`src/rtl/pwtc_pkg.sv`:
```
// ----------------------------------------------------------------------------
// pwtc_pkg
// Shared types and constants for the compact-target proof-of-work checker.
// ----------------------------------------------------------------------------
package pwtc_pkg;

  localparam int unsigned WordW    = 64;
  localparam int unsigned TargetW  = 256;
  localparam int unsigned CompactW = 32;
  localparam int unsigned MantW    = 23;
  localparam int unsigned ExpoW    = 8;
  localparam int unsigned ByteShW  = 5;
  localparam int unsigned CfgIdxW  = 2;

  localparam logic [CfgIdxW-1:0] REG_LIMIT_WORD0 = 2'd0;
  localparam logic [CfgIdxW-1:0] REG_LIMIT_WORD1 = 2'd1;
  localparam logic [CfgIdxW-1:0] REG_LIMIT_WORD2 = 2'd2;
  localparam logic [CfgIdxW-1:0] REG_LIMIT_WORD3 = 2'd3;

  localparam logic [WordW-1:0] LIMIT_WORD0_RST = 64'hFFFF_FFFF_FFFF_FFFF;
  localparam logic [WordW-1:0] LIMIT_WORD1_RST = 64'hFFFF_FFFF_FFFF_FFFF;
  localparam logic [WordW-1:0] LIMIT_WORD2_RST = 64'hFFFF_FFFF_FFFF_FFFF;
  localparam logic [WordW-1:0] LIMIT_WORD3_RST = 64'h0000_0000_FFFF_FFFF;

  typedef enum logic [1:0] {
    STATUS_PASS    = 2'd0,
    STATUS_INVALID = 2'd1,
    STATUS_ABOVE   = 2'd2
  } status_e;

  typedef struct packed {
    logic [WordW-1:0]    hash_word0;
    logic [WordW-1:0]    hash_word1;
    logic [WordW-1:0]    hash_word2;
    logic [WordW-1:0]    hash_word3;
    logic [CompactW-1:0] compact_bits;
  } pwtc_in_t;

  typedef struct packed {
    status_e status;
    logic    negative_flag;
    logic    overflow_flag;
  } pwtc_out_t;

  // decode stage to shift stage
  typedef struct packed {
    logic               valid;
    logic               negative;
    logic               overflow;
    logic               kill;
    logic [ByteShW-1:0] byte_shift;
  } pwtc_ctl_t;

  // shift stage to compare stage
  typedef struct packed {
    logic valid;
    logic negative;
    logic overflow;
  } pwtc_stat_t;

endpackage

```
`src/rtl/pwtc_decode.sv`:
```
// ----------------------------------------------------------------------------
// pwtc_decode
// Stage 1: split the compact word, pre-shift small exponents, raise flags.
// ----------------------------------------------------------------------------
module pwtc_decode
  import pwtc_pkg::*;
(
  input  logic                 clk_i,
  input  logic                 rst_ni,
  input  logic                 valid_i,
  input  pwtc_in_t             item_i,
  output pwtc_ctl_t            ctl_o,
  output logic [MantW-1:0]     mant_o,
  output logic [TargetW-1:0]   hash_o
);

  logic [ExpoW-1:0]   expo;
  logic [MantW-1:0]   mant_raw;
  logic [MantW-1:0]   mant_d;
  logic [ExpoW-1:0]   shift_full;
  logic               kill_d;
  logic [ByteShW-1:0] byte_shift_d;
  logic               mant_nz;
  logic               neg_d;
  logic               ovf_d;

  logic               valid_q;
  logic               neg_q;
  logic               ovf_q;
  logic               kill_q;
  logic [ByteShW-1:0] byte_shift_q;
  logic [MantW-1:0]   mant_q;
  logic [TargetW-1:0] hash_q;

  always_comb begin
    expo         = item_i.compact_bits[31:24];
    mant_raw     = item_i.compact_bits[MantW-1:0];
    shift_full   = expo - 8'd3;
    mant_d       = mant_raw;
    kill_d       = 1'b0;
    byte_shift_d = '0;
    if (expo[7:2] == 6'd0) begin
      case (expo[1:0])
        2'd0:    mant_d = '0;
        2'd1:    mant_d = mant_raw >> 16;
        2'd2:    mant_d = mant_raw >> 8;
        default: mant_d = mant_raw;
      endcase
    end else begin
      kill_d       = (shift_full[7:5] != 3'd0);
      byte_shift_d = shift_full[ByteShW-1:0];
    end
    mant_nz = (mant_d != '0);
    neg_d   = mant_nz && item_i.compact_bits[23];
    ovf_d   = mant_nz && ((expo > 8'd34) ||
                          ((mant_d > 23'h0000FF) && (expo > 8'd33)) ||
                          ((mant_d > 23'h00FFFF) && (expo > 8'd32)));
  end

  always_ff @(posedge clk_i or negedge rst_ni) begin
    if (!rst_ni) begin
      valid_q <= 1'b0;
    end else begin
      valid_q <= valid_i;
    end
  end

  always_ff @(posedge clk_i) begin
    neg_q        <= neg_d;
    ovf_q        <= ovf_d;
    kill_q       <= kill_d;
    byte_shift_q <= byte_shift_d;
    mant_q       <= mant_d;
    hash_q       <= {item_i.hash_word3, item_i.hash_word2,
                     item_i.hash_word1, item_i.hash_word0};
  end

  assign ctl_o = '{valid: valid_q, negative: neg_q, overflow: ovf_q,
                   kill: kill_q, byte_shift: byte_shift_q};
  assign mant_o = mant_q;
  assign hash_o = hash_q;

endmodule

```
`src/rtl/pwtc_shift.sv`:
```
// ----------------------------------------------------------------------------
// pwtc_shift
// Stage 2: place the mantissa into the 256-bit target by a byte shift, or clear it when killed.
// ----------------------------------------------------------------------------
module pwtc_shift
  import pwtc_pkg::*;
(
  input  logic               clk_i,
  input  logic               rst_ni,
  input  pwtc_ctl_t          ctl_i,
  input  logic [MantW-1:0]   mant_i,
  input  logic [TargetW-1:0] hash_i,
  output pwtc_stat_t         stat_o,
  output logic [TargetW-1:0] target_o,
  output logic [TargetW-1:0] hash_o
);

  logic [TargetW-1:0] mant_wide;
  logic [TargetW-1:0] target_d;

  logic               valid_q;
  logic               neg_q;
  logic               ovf_q;
  logic [TargetW-1:0] target_q;
  logic [TargetW-1:0] hash_q;

  always_comb begin
    mant_wide = {{(TargetW-MantW){1'b0}}, mant_i};
    if (ctl_i.kill) begin
      target_d = '0;
    end else begin
      target_d = mant_wide << {ctl_i.byte_shift, 3'b000};
    end
  end

  always_ff @(posedge clk_i or negedge rst_ni) begin
    if (!rst_ni) begin
      valid_q <= 1'b0;
    end else begin
      valid_q <= ctl_i.valid;
    end
  end

  always_ff @(posedge clk_i) begin
    neg_q    <= ctl_i.negative;
    ovf_q    <= ctl_i.overflow;
    target_q <= target_d;
    hash_q   <= hash_i;
  end

  assign stat_o   = '{valid: valid_q, negative: neg_q, overflow: ovf_q};
  assign target_o = target_q;
  assign hash_o   = hash_q;

endmodule

```
`src/rtl/pwtc_compare.sv`:
```
// ----------------------------------------------------------------------------
// pwtc_compare
// Stages 3 and 4: word compares against limit and hash, then status resolve.
// ----------------------------------------------------------------------------
module pwtc_compare
  import pwtc_pkg::*;
(
  input  logic               clk_i,
  input  logic               rst_ni,
  input  pwtc_stat_t         stat_i,
  input  logic [TargetW-1:0] target_i,
  input  logic [TargetW-1:0] hash_i,
  input  logic [TargetW-1:0] limit_i,
  output logic               done_o,
  output pwtc_out_t          result_o
);

  localparam int unsigned NumWords = TargetW / WordW;

  logic [NumWords-1:0] tl_gt_d, tl_eq_d, ht_gt_d, ht_eq_d;
  logic                zero_d;

  logic                valid_q;
  logic                neg_q;
  logic                ovf_q;
  logic                zero_q;
  logic [NumWords-1:0] tl_gt_q, tl_eq_q, ht_gt_q, ht_eq_q;

  logic                tgt_above;
  logic                hash_above;
  pwtc_out_t           result_d;

  logic                done_q;
  pwtc_out_t           result_q;

  function automatic logic gt_cascade(logic [3:0] gt, logic [3:0] eq);
    gt_cascade = gt[3] | (eq[3] & (gt[2] | (eq[2] & (gt[1] | (eq[1] & gt[0])))));
  endfunction

  always_comb begin
    for (int i = 0; i < NumWords; i++) begin
      tl_gt_d[i] = target_i[i*WordW +: WordW] >  limit_i[i*WordW +: WordW];
      tl_eq_d[i] = target_i[i*WordW +: WordW] == limit_i[i*WordW +: WordW];
      ht_gt_d[i] = hash_i[i*WordW +: WordW]   >  target_i[i*WordW +: WordW];
      ht_eq_d[i] = hash_i[i*WordW +: WordW]   == target_i[i*WordW +: WordW];
    end
    zero_d = (target_i == '0);
  end

  always_ff @(posedge clk_i or negedge rst_ni) begin
    if (!rst_ni) begin
      valid_q <= 1'b0;
      done_q  <= 1'b0;
    end else begin
      valid_q <= stat_i.valid;
      done_q  <= valid_q;
    end
  end

  always_ff @(posedge clk_i) begin
    neg_q    <= stat_i.negative;
    ovf_q    <= stat_i.overflow;
    zero_q   <= zero_d;
    tl_gt_q  <= tl_gt_d;
    tl_eq_q  <= tl_eq_d;
    ht_gt_q  <= ht_gt_d;
    ht_eq_q  <= ht_eq_d;
    result_q <= result_d;
  end

  always_comb begin
    tgt_above  = gt_cascade(tl_gt_q, tl_eq_q);
    hash_above = gt_cascade(ht_gt_q, ht_eq_q);
    result_d.negative_flag = neg_q;
    result_d.overflow_flag = ovf_q;
    if (neg_q || ovf_q || zero_q || tgt_above) begin
      result_d.status = STATUS_INVALID;
    end else if (hash_above) begin
      result_d.status = STATUS_ABOVE;
    end else begin
      result_d.status = STATUS_PASS;
    end
  end

  assign done_o   = done_q;
  assign result_o = result_q;

endmodule

```
`src/rtl/pow_target_check.sv`:
```
// ----------------------------------------------------------------------------
// pow_target_check
// Proof-of-work check of a 256-bit hash against a compact difficulty target.
// ----------------------------------------------------------------------------
// One item is accepted in every cycle (busy is always low) and its result
// appears on result_o with done_o high, in order. The four register stages
// are compact decode, byte shift of the mantissa into the target, per-word
// compares against limit and hash, and status resolve. Results cannot be
// held off and must be taken on the cycle done_o is high. The user must write
// limit words through cfg_we_i only while idle; the block does not enforce it.
module pow_target_check
  import pwtc_pkg::*;
(
  input  logic                 clk_i,
  input  logic                 rst_ni,
  input  logic                 start,
  output logic                 busy,
  input  pwtc_in_t             item_i,
  output logic                 done_o,
  output pwtc_out_t            result_o,
  input  logic                 cfg_we_i,
  input  logic [CfgIdxW-1:0]   cfg_idx_i,
  input  logic [WordW-1:0]     cfg_data_i
);

  logic [3:0][WordW-1:0] limit_q;
  logic [3:0][WordW-1:0] limit_d;

  pwtc_ctl_t          dec_ctl;
  logic [MantW-1:0]   dec_mant;
  logic [TargetW-1:0] dec_hash;
  pwtc_stat_t         sh_stat;
  logic [TargetW-1:0] sh_target;
  logic [TargetW-1:0] sh_hash;

  assign busy = 1'b0;

  always_comb begin
    limit_d = limit_q;
    if (cfg_we_i) begin
      case (cfg_idx_i)
        REG_LIMIT_WORD0: limit_d[0] = cfg_data_i;
        REG_LIMIT_WORD1: limit_d[1] = cfg_data_i;
        REG_LIMIT_WORD2: limit_d[2] = cfg_data_i;
        REG_LIMIT_WORD3: limit_d[3] = cfg_data_i;
        default: ;
      endcase
    end
  end

  always_ff @(posedge clk_i or negedge rst_ni) begin
    if (!rst_ni) begin
      limit_q[0] <= LIMIT_WORD0_RST;
      limit_q[1] <= LIMIT_WORD1_RST;
      limit_q[2] <= LIMIT_WORD2_RST;
      limit_q[3] <= LIMIT_WORD3_RST;
    end else begin
      limit_q <= limit_d;
    end
  end

  pwtc_decode u_decode (
    .clk_i   (clk_i),
    .rst_ni  (rst_ni),
    .valid_i (start & ~busy),
    .item_i  (item_i),
    .ctl_o   (dec_ctl),
    .mant_o  (dec_mant),
    .hash_o  (dec_hash)
  );

  pwtc_shift u_shift (
    .clk_i    (clk_i),
    .rst_ni   (rst_ni),
    .ctl_i    (dec_ctl),
    .mant_i   (dec_mant),
    .hash_i   (dec_hash),
    .stat_o   (sh_stat),
    .target_o (sh_target),
    .hash_o   (sh_hash)
  );

  pwtc_compare u_compare (
    .clk_i    (clk_i),
    .rst_ni   (rst_ni),
    .stat_i   (sh_stat),
    .target_i (sh_target),
    .hash_i   (sh_hash),
    .limit_i  (limit_q),
    .done_o   (done_o),
    .result_o (result_o)
  );

endmodule
```
`config.mk`:
```
export PLATFORM = sky130hd
export DESIGN_NAME = pow_target_check
export DESIGN_NICKNAME = d
export VERILOG_FILES = /design/src/rtl/pwtc_pkg.sv /design/src/rtl/pwtc_decode.sv /design/src/rtl/pwtc_shift.sv /design/src/rtl/pwtc_compare.sv /design/src/rtl/pow_target_check.sv
export SDC_FILE = /design/constraint.sdc
export NUM_CORES = 2
export LEC_CHECK = 0
export BUFFER_PORTS_ARGS = -buffer_cell sky130_fd_sc_hd__clkbuf_2
export CAP_MARGIN = 5
export CORE_MARGIN = 10
export CORE_UTILIZATION = 59
export DETAILED_ROUTE_END_ITERATION = 10
export PLACE_DENSITY = 0.79
export SKIP_CTS_REPAIR_TIMING = 1
export SLEW_MARGIN = 20
export SYNTH_ARGS = -nofsm -noshare
export SYNTH_HDL_FRONTEND = slang
export SYNTH_SLANG_ARGS = --single-unit
```
`constraint.sdc`:
```
create_clock -name clk_i -period 2.4 [get_ports clk_i]
set_input_delay 0.36 -clock clk_i [delete_from_list [all_inputs] [get_ports clk_i]]
set_output_delay 0.36 -clock clk_i [all_outputs]
set_load 0.1 [all_outputs]
```
* After elaboration in Yosys (flattened, before gate mapping)
Index checks and enable logic that the tools add are counted.
Operators by class: eq/ne operators 13, bitwise logic cells 12, reductions and logical operators 19, shift-type cells 1, multiplexer cells 3, order comparisons 13, add/subtract/negate cells 1
Operators by type and width (number):
- $eq 64x64->1 | 8
- $gt 64x64->1 | 8
- $logic_not 256->1 | 1
- $shl 23x8->256 | 1
- $pmux 23 s3 | 1
- $gt 8x6->1 const B | 3
- $gt 23x16->1 const B | 1
- $gt 23x8->1 const B | 1
- $mux 23 | 1
- $reduce_bool 23->1 | 1
- $reduce_and 2->1 | 4
- $sub 8x2->8 const B | 1
- $and 1x1->1 | 6
- $eq 2x2->1 const B | 3
- $logic_not 6->1 | 1
- $or 1x1->1 | 6
- $logic_or 1x1->1 | 5
- $eq 2x1->1 const B | 2
- $logic_and 1x1->1 | 4
- $logic_not 2->1 | 2
- $reduce_bool 3->1 | 1
- $mux 2 | 1
Word-level totals: input bits 358, logic and storage cells 90, flip-flop bits (word level) 1084, output and inout bits 6

* Longest topological paths before layout
depth in word-level cells 8, depth in mapped cells 8, mapped depth without buffers 8

* Modules after synthesis
From an unflattened synthesis, not the netlist that was laid out.
Second synthesis, totals: cell total of the unflattened synthesis 3831, area total of the unflattened synthesis 42934.9 um2
Modules (own cells, without submodules):
- pwtc_compare | cells an instance 1944, area each 13853.3 um2, seq. area each 470.5 um2, times used 1
- pwtc_shift | cells an instance 939, area each 12519.5 um2, seq. area each 10314.9 um2, times used 1
- pow_target_check | cells an instance 545, area each 10098.4 um2, seq. area each 6686.4 um2, times used 1
- pwtc_decode | cells an instance 403, area each 6463.7 um2, seq. area each 5770.5 um2, times used 1

* Worst setup path after synthesis
No wires, ideal clock.
kind reg2reg, start register limit_q[118] (netlist name), end register u_compare.tl_gt_q[1], setup time 126 ps, path buffers 0, stages on the path, launching flop included 9, clock period less this slack 2073 ps, data required time 2274 ps, arrival time 1946 ps, path slack 327 ps, path through dfstp_2 > inv_1 > ha_1 > nand4_1 > nor4_1 > nand2b_1 > nor4_1 > and4_1 > a31oi_1
On the way: cells in the longest elaborated chain, start to end 1
Ends and longest elaborated chain:
- start: declaration | RTL line pow_target_check.sv:26 | logic [3:0][WordW-1:0] limit_q;
- start signal: assignment | RTL line pow_target_check.sv:58 | limit_q <= limit_d;
- $gt 64x64->1 | RTL line pwtc_compare.sv:42 | tl_gt_d[i] = target_i[i*WordW +: WordW] > limit_i[i*WordW +: WordW];
- net u_compare.tl_gt_d[1] | RTL line pwtc_compare.sv:20 | logic [NumWords-1:0] tl_gt_d, tl_eq_d, ht_gt_d, ht_eq_d;
- end signal: assignment | RTL line pwtc_compare.sv:64 | tl_gt_q <= tl_gt_d;
- end: declaration | RTL line pwtc_compare.sv:27 | logic [NumWords-1:0] tl_gt_q, tl_eq_q, ht_gt_q, ht_eq_q;
The timed path passes the listed nets, and every way through them passes these cells. A chain may end at the register's enable or synchronous reset.

* Final worst setup path
start register u_shift.target_q[46], in the netlist u_shift.target_o[46], end register u_compare.ht_gt_q[0]
On the way: cells in the longest elaborated chain, start to end 1
Ends and longest elaborated chain:
- start: declaration | RTL line pwtc_shift.sv:24 | logic [TargetW-1:0] target_q;
- start signal: assignment | RTL line pwtc_shift.sv:47 | target_q <= target_d;
- $gt 64x64->1 | RTL line pwtc_compare.sv:44 | ht_gt_d[i] = hash_i[i*WordW +: WordW] > target_i[i*WordW +: WordW];
- net u_compare.ht_gt_d[0] | RTL line pwtc_compare.sv:20
- end signal: assignment | RTL line pwtc_compare.sv:66 | ht_gt_q <= ht_gt_d;
- end: declaration | RTL line pwtc_compare.sv:27
The timed path passes the listed nets, and every way through them passes these cells.

==> summary.txt <==
Pwr
  – Max rail drop VDD: 0.643 mV
  – Leakage power: 23.7 nW
  – Power density relative to cell area: 812 mW/mm^2

Setup path
  – Category of the worst setup path launch point: flop
  – Endpoint arrival time on the critical path: 3.29 ns
  – Worst R2R Setup Slack: -0.28 ns
  – Crit-path max cell delay: 0.45 ns
  – Required time of the critical path: 3.01 ns
  – Critical path's slowest cell: dfxtp_1
  – Kind of critical path: reg2reg
  – Most repeated library cell on the critical path: nand4_1
  – Critical-path maximum fanout: 3
  – Critical Path, Cell by Cell: inv_1 > ha_1 > nand4_1 > nor3_1 > nand4_1 > buf_6 > nor3_4 > nor4_4 > a21oi_1
  – Kind of capture point of the worst setup path: flop

Synth
  – Share of the synthesized area in the top cell type: just under 40%
  – Netlist cell types: 69
  – Combined area of all synthesized cells: 0.0425 sq mm
  – FFs w/ async S/R, synth: 24.0%
  – Top area cells in the synthesized netlist: dfxtp_1 (39%), ha_1 (15%), dfstp_2 (14%), mux2_2 (5.5%), inv_1 (4.7%)
  – Yosys warning count: 0
  – Synthesized instance count: 3940
  – Net Count, Synth: 4814
  – Mean cell area of the mapped netlist: 10.8 sq um
  – Most used DFF post-synth: dfxtp_1
  – Sequential-to-total area share from yosys stat: between 50% and 60%
  – Count of flip-flops with a built-in enable after synthesis: 0
  – Register bit count reported by yosys: 1082
  – Cell types with the highest counts after synthesis: dfxtp_1 (822), inv_1 (534), ha_1 (516), nor2_1 (294), nand2_1 (247)
  – Most frequently used cell type in the post-synthesis netlist: dfxtp_1
  – Largest area contributor in the synthesized netlist: dfxtp_1

Die
  – Initial Utilization: 59.5%
  – Core Rows: 98
  – Vertical extent of the die: roughly 290 um
  – Die area: 0.0832 sq mm
  – Die width: 288 um
  – Io pins: 364
  – Core Footprint: 0.0715 sq mm

GRT
  – Global-route wire length before repair: around 190000 um
  – Maximum number of pins on one net before global-route repair: 83
  – Met3 usage: 7.29%
  – Global routing usage on met1: 40.0%
  – Total global-route track usage: 31.3%
  – Grt total ovfl: 0
  – Most used routing layer in global routing: met2
  – Antenna violations before repair: 8
  – Met2 Use GR: between 40 and 50%
  – Number of global-route vias before repair: 31955

Timing
  – Tmin final: ~2.7 ns
  – Worst setup slack after layout: -0.282 ns
  – Fin. max-slew vios: 0
  – Period Utilization, post-route: 112%
  – Unrepaired setup endpoints after global routing: yes
  – Worst slew margin relative to its limit: about 50%
  – Count of endpoints failing setup in the final report: 4
  – Count of endpoints failing hold in the final timing report: 5
  – Post-route clock skew: 0.0335 ns
  – Highest attainable clock frequency: 0.373 GHz
  – Transition time at the pin with the least slew margin: 0.755 ns
  – Worst hold slack: -0.0139 ns
  – Summed negative setup slack over all endpoints: -0.571 ns

Clocking
  – CTS Buf Count: 104
  – H-Tree Depth: 3
  – Latest clock arrival within the worst-skew pair: 0.71 ns
  – Clock slew at reported path FFs: 0.06 ns
  – CTS tree: yes
  – Clock net sink count: roughly 1100
  – Root Buffer Master: clkbuf_16
  – Number of buffers on the longest clock path: 3

Cells and area
  – Multi-input gate area in the final layout: 0.0173 sq mm
  – Final design utilization: between 70% and 80%
  – Design Area, Final: roughly 0.053 sq mm
  – Net count of the finished layout: 5632
  – Flip-flop and latch area: about 0.023 sq mm
  – Synth-to-layout area growth: 25.6%
  – Count of fill cells added during filler insertion: 4572
  – Layout cell share with drive strength beyond 1: about a quarter

Min path
  – Class of the tightest hold or removal check: in2reg

Run
  – Count of maximum capacitance violations: 0

Route
  – Routed wire length: about 150000 um
  – ANT nets after route: 0
  – Count of vias placed by the detailed router: 33835
  – Average detailed-routed wire length per instance: 25.3 um
  – First-pass iteration count of the detailed router: 9
  – Detailed router's first-iteration violation count: 3638
  – Per-cell via count in the routed design: 5.83
  – DR DRC count: 0

Placement
  – Pre-CTS WS: -0.571 ns
  – Post-Place Cell Area: around 0.046 sq mm
  – Dpl hpwl: 102000 um
  – I/O Buffers: 362
  – Final weighted congestion in routability-driven placement: 1.06

Status
  – Outcome: finished, violations left
  – Violated checks: negative hold slack, negative setup slack
[cells by family (layout without fill, tap and decap cells)]
family          Yosys count  after routing  share of synthesized area [%]
compound gates          548            548                           7.92
buf+inv                 622           1527                           5.57
other cells               1              8                        0.00882
fa+ha+maj               516            516                           15.2
flops                  1082           1082                           54.7
simple gates            957            957                           11.0
mux                     211            211                           5.58
xor+xnor                  3              3                         0.0618
[power by group]
group | switching [mW] | leakage [nW] | internal (mW)
logic | 2.97 | 12.3 | 2.30
registers | 0.721 | 9.62 | 19.9
clock network | 7.37 | 1.77 | 10.1
total | 11.1 | 23.7 | 32.3
[registers in the layout (all words and copies together), names as in the netlist, 4 cells and up]
signal / flops
u_decode.hash_o: 256
limit_q: 256
u_compare.tl_gt_q: 4
u_compare.ht_gt_q: 4
u_compare.result_o: 4
u_decode.mant_o: 23
u_decode.byte_shift_q: 5
u_shift.target_o: 256
u_shift.hash_o: 256
[worst paths after layout]
kind / depth (start not counted) / from / end
max in group asynchronous: 3 / rst_ni / limit_q[122]$_DFFE_PN1P_
hold / removal: 3 / cfg_data_i[20] / limit_q[20]$_DFFE_PN1P_
hold reg to reg: 0 / u_decode.hash_o[19]$_DFF_P_ / u_shift.hash_o[19]$_DFF_P_
setup / recovery: 9 / u_shift.target_o[46]$_SDFF_PP0_ / u_compare.ht_gt_q[0]$_DFF_P_
setup reg to reg: 9 / u_shift.target_o[46]$_SDFF_PP0_ / u_compare.ht_gt_q[0]$_DFF_P_
min in group asynchronous: 2 / rst_ni / limit_q[238]$_DFFE_PN0P_
[placed cells by master, fill, tap and decap left out, types with 18 or more instances in the layout]
master and n:
nand3_1 58, and4_1 20, nor2b_1 20, nand4_1 116, a221oi_1 21, a22oi_1 25
a21oi_1 211, clkbuf_1 18, nor4_1 84, buf_4 118, a21o_1 33, o21ai_0 134
mux2_2 206, dfrtp_1 36, nor2_1 292, and2_1 20, ha_1 512, nand2_1 247
inv_1 534, clkbuf_2 361, dfstp_2 224, nand2b_1 22, clkbuf_8 21, dfxtp_1 811
nor3_1 19, dlygate4sd3_1 308, clkbuf_16 106
[critical path: cells and delay by family, from the launching register on]
| kind | cells | cell delay, ns |
|---|---|---|
| adders and majority gates | 1 | 0.36 |
| and+or+nand+nor | 5 | 1.28 |
| AOI/OAI and AO/OA | 1 | 0.17 |
| buffers and inverters | 2 | 0.32 |
| DFF | 1 | 0.45 |
[metrics by stage]
stage	hold slack, ns	power, mW	std cells
4_1_cts	-0.369	42.5	5483
2_1_floorplan	0.0644	23.4	3940
3_3_place_gp	0.310	25.2	5290
3_5_place_dp	0.312	25.4	5290
5_1_grt	0.000626	44.6	5801
6_report	-0.0139	43.3	5802
[per-layer routing]
| metal | share of wire (%) | up-vias |
|---|---|---|
| met5 | 0.0082 | - |
| met2 | 45 | 1993 |
| met4 | 7.0 | 2 |
| met3 | 9.9 | 555 |
| met1 | 38 | 16135 |
| li1 | - | 15150 |
[layout make-up]
cell class,instances,share of cell area (%)
Tap cell,950,2.23
Sequential cell,1082,43.6
Inverter,534,3.75
Antenna cell,7,0.0328
Multi-Input combinational cell,2236,32.3
Clock inverter,48,1.20
Timing Repair Buffer,800,11.3
Clock buffer,145,5.64
Note: power is estimated with default switching activity, not from simulation.
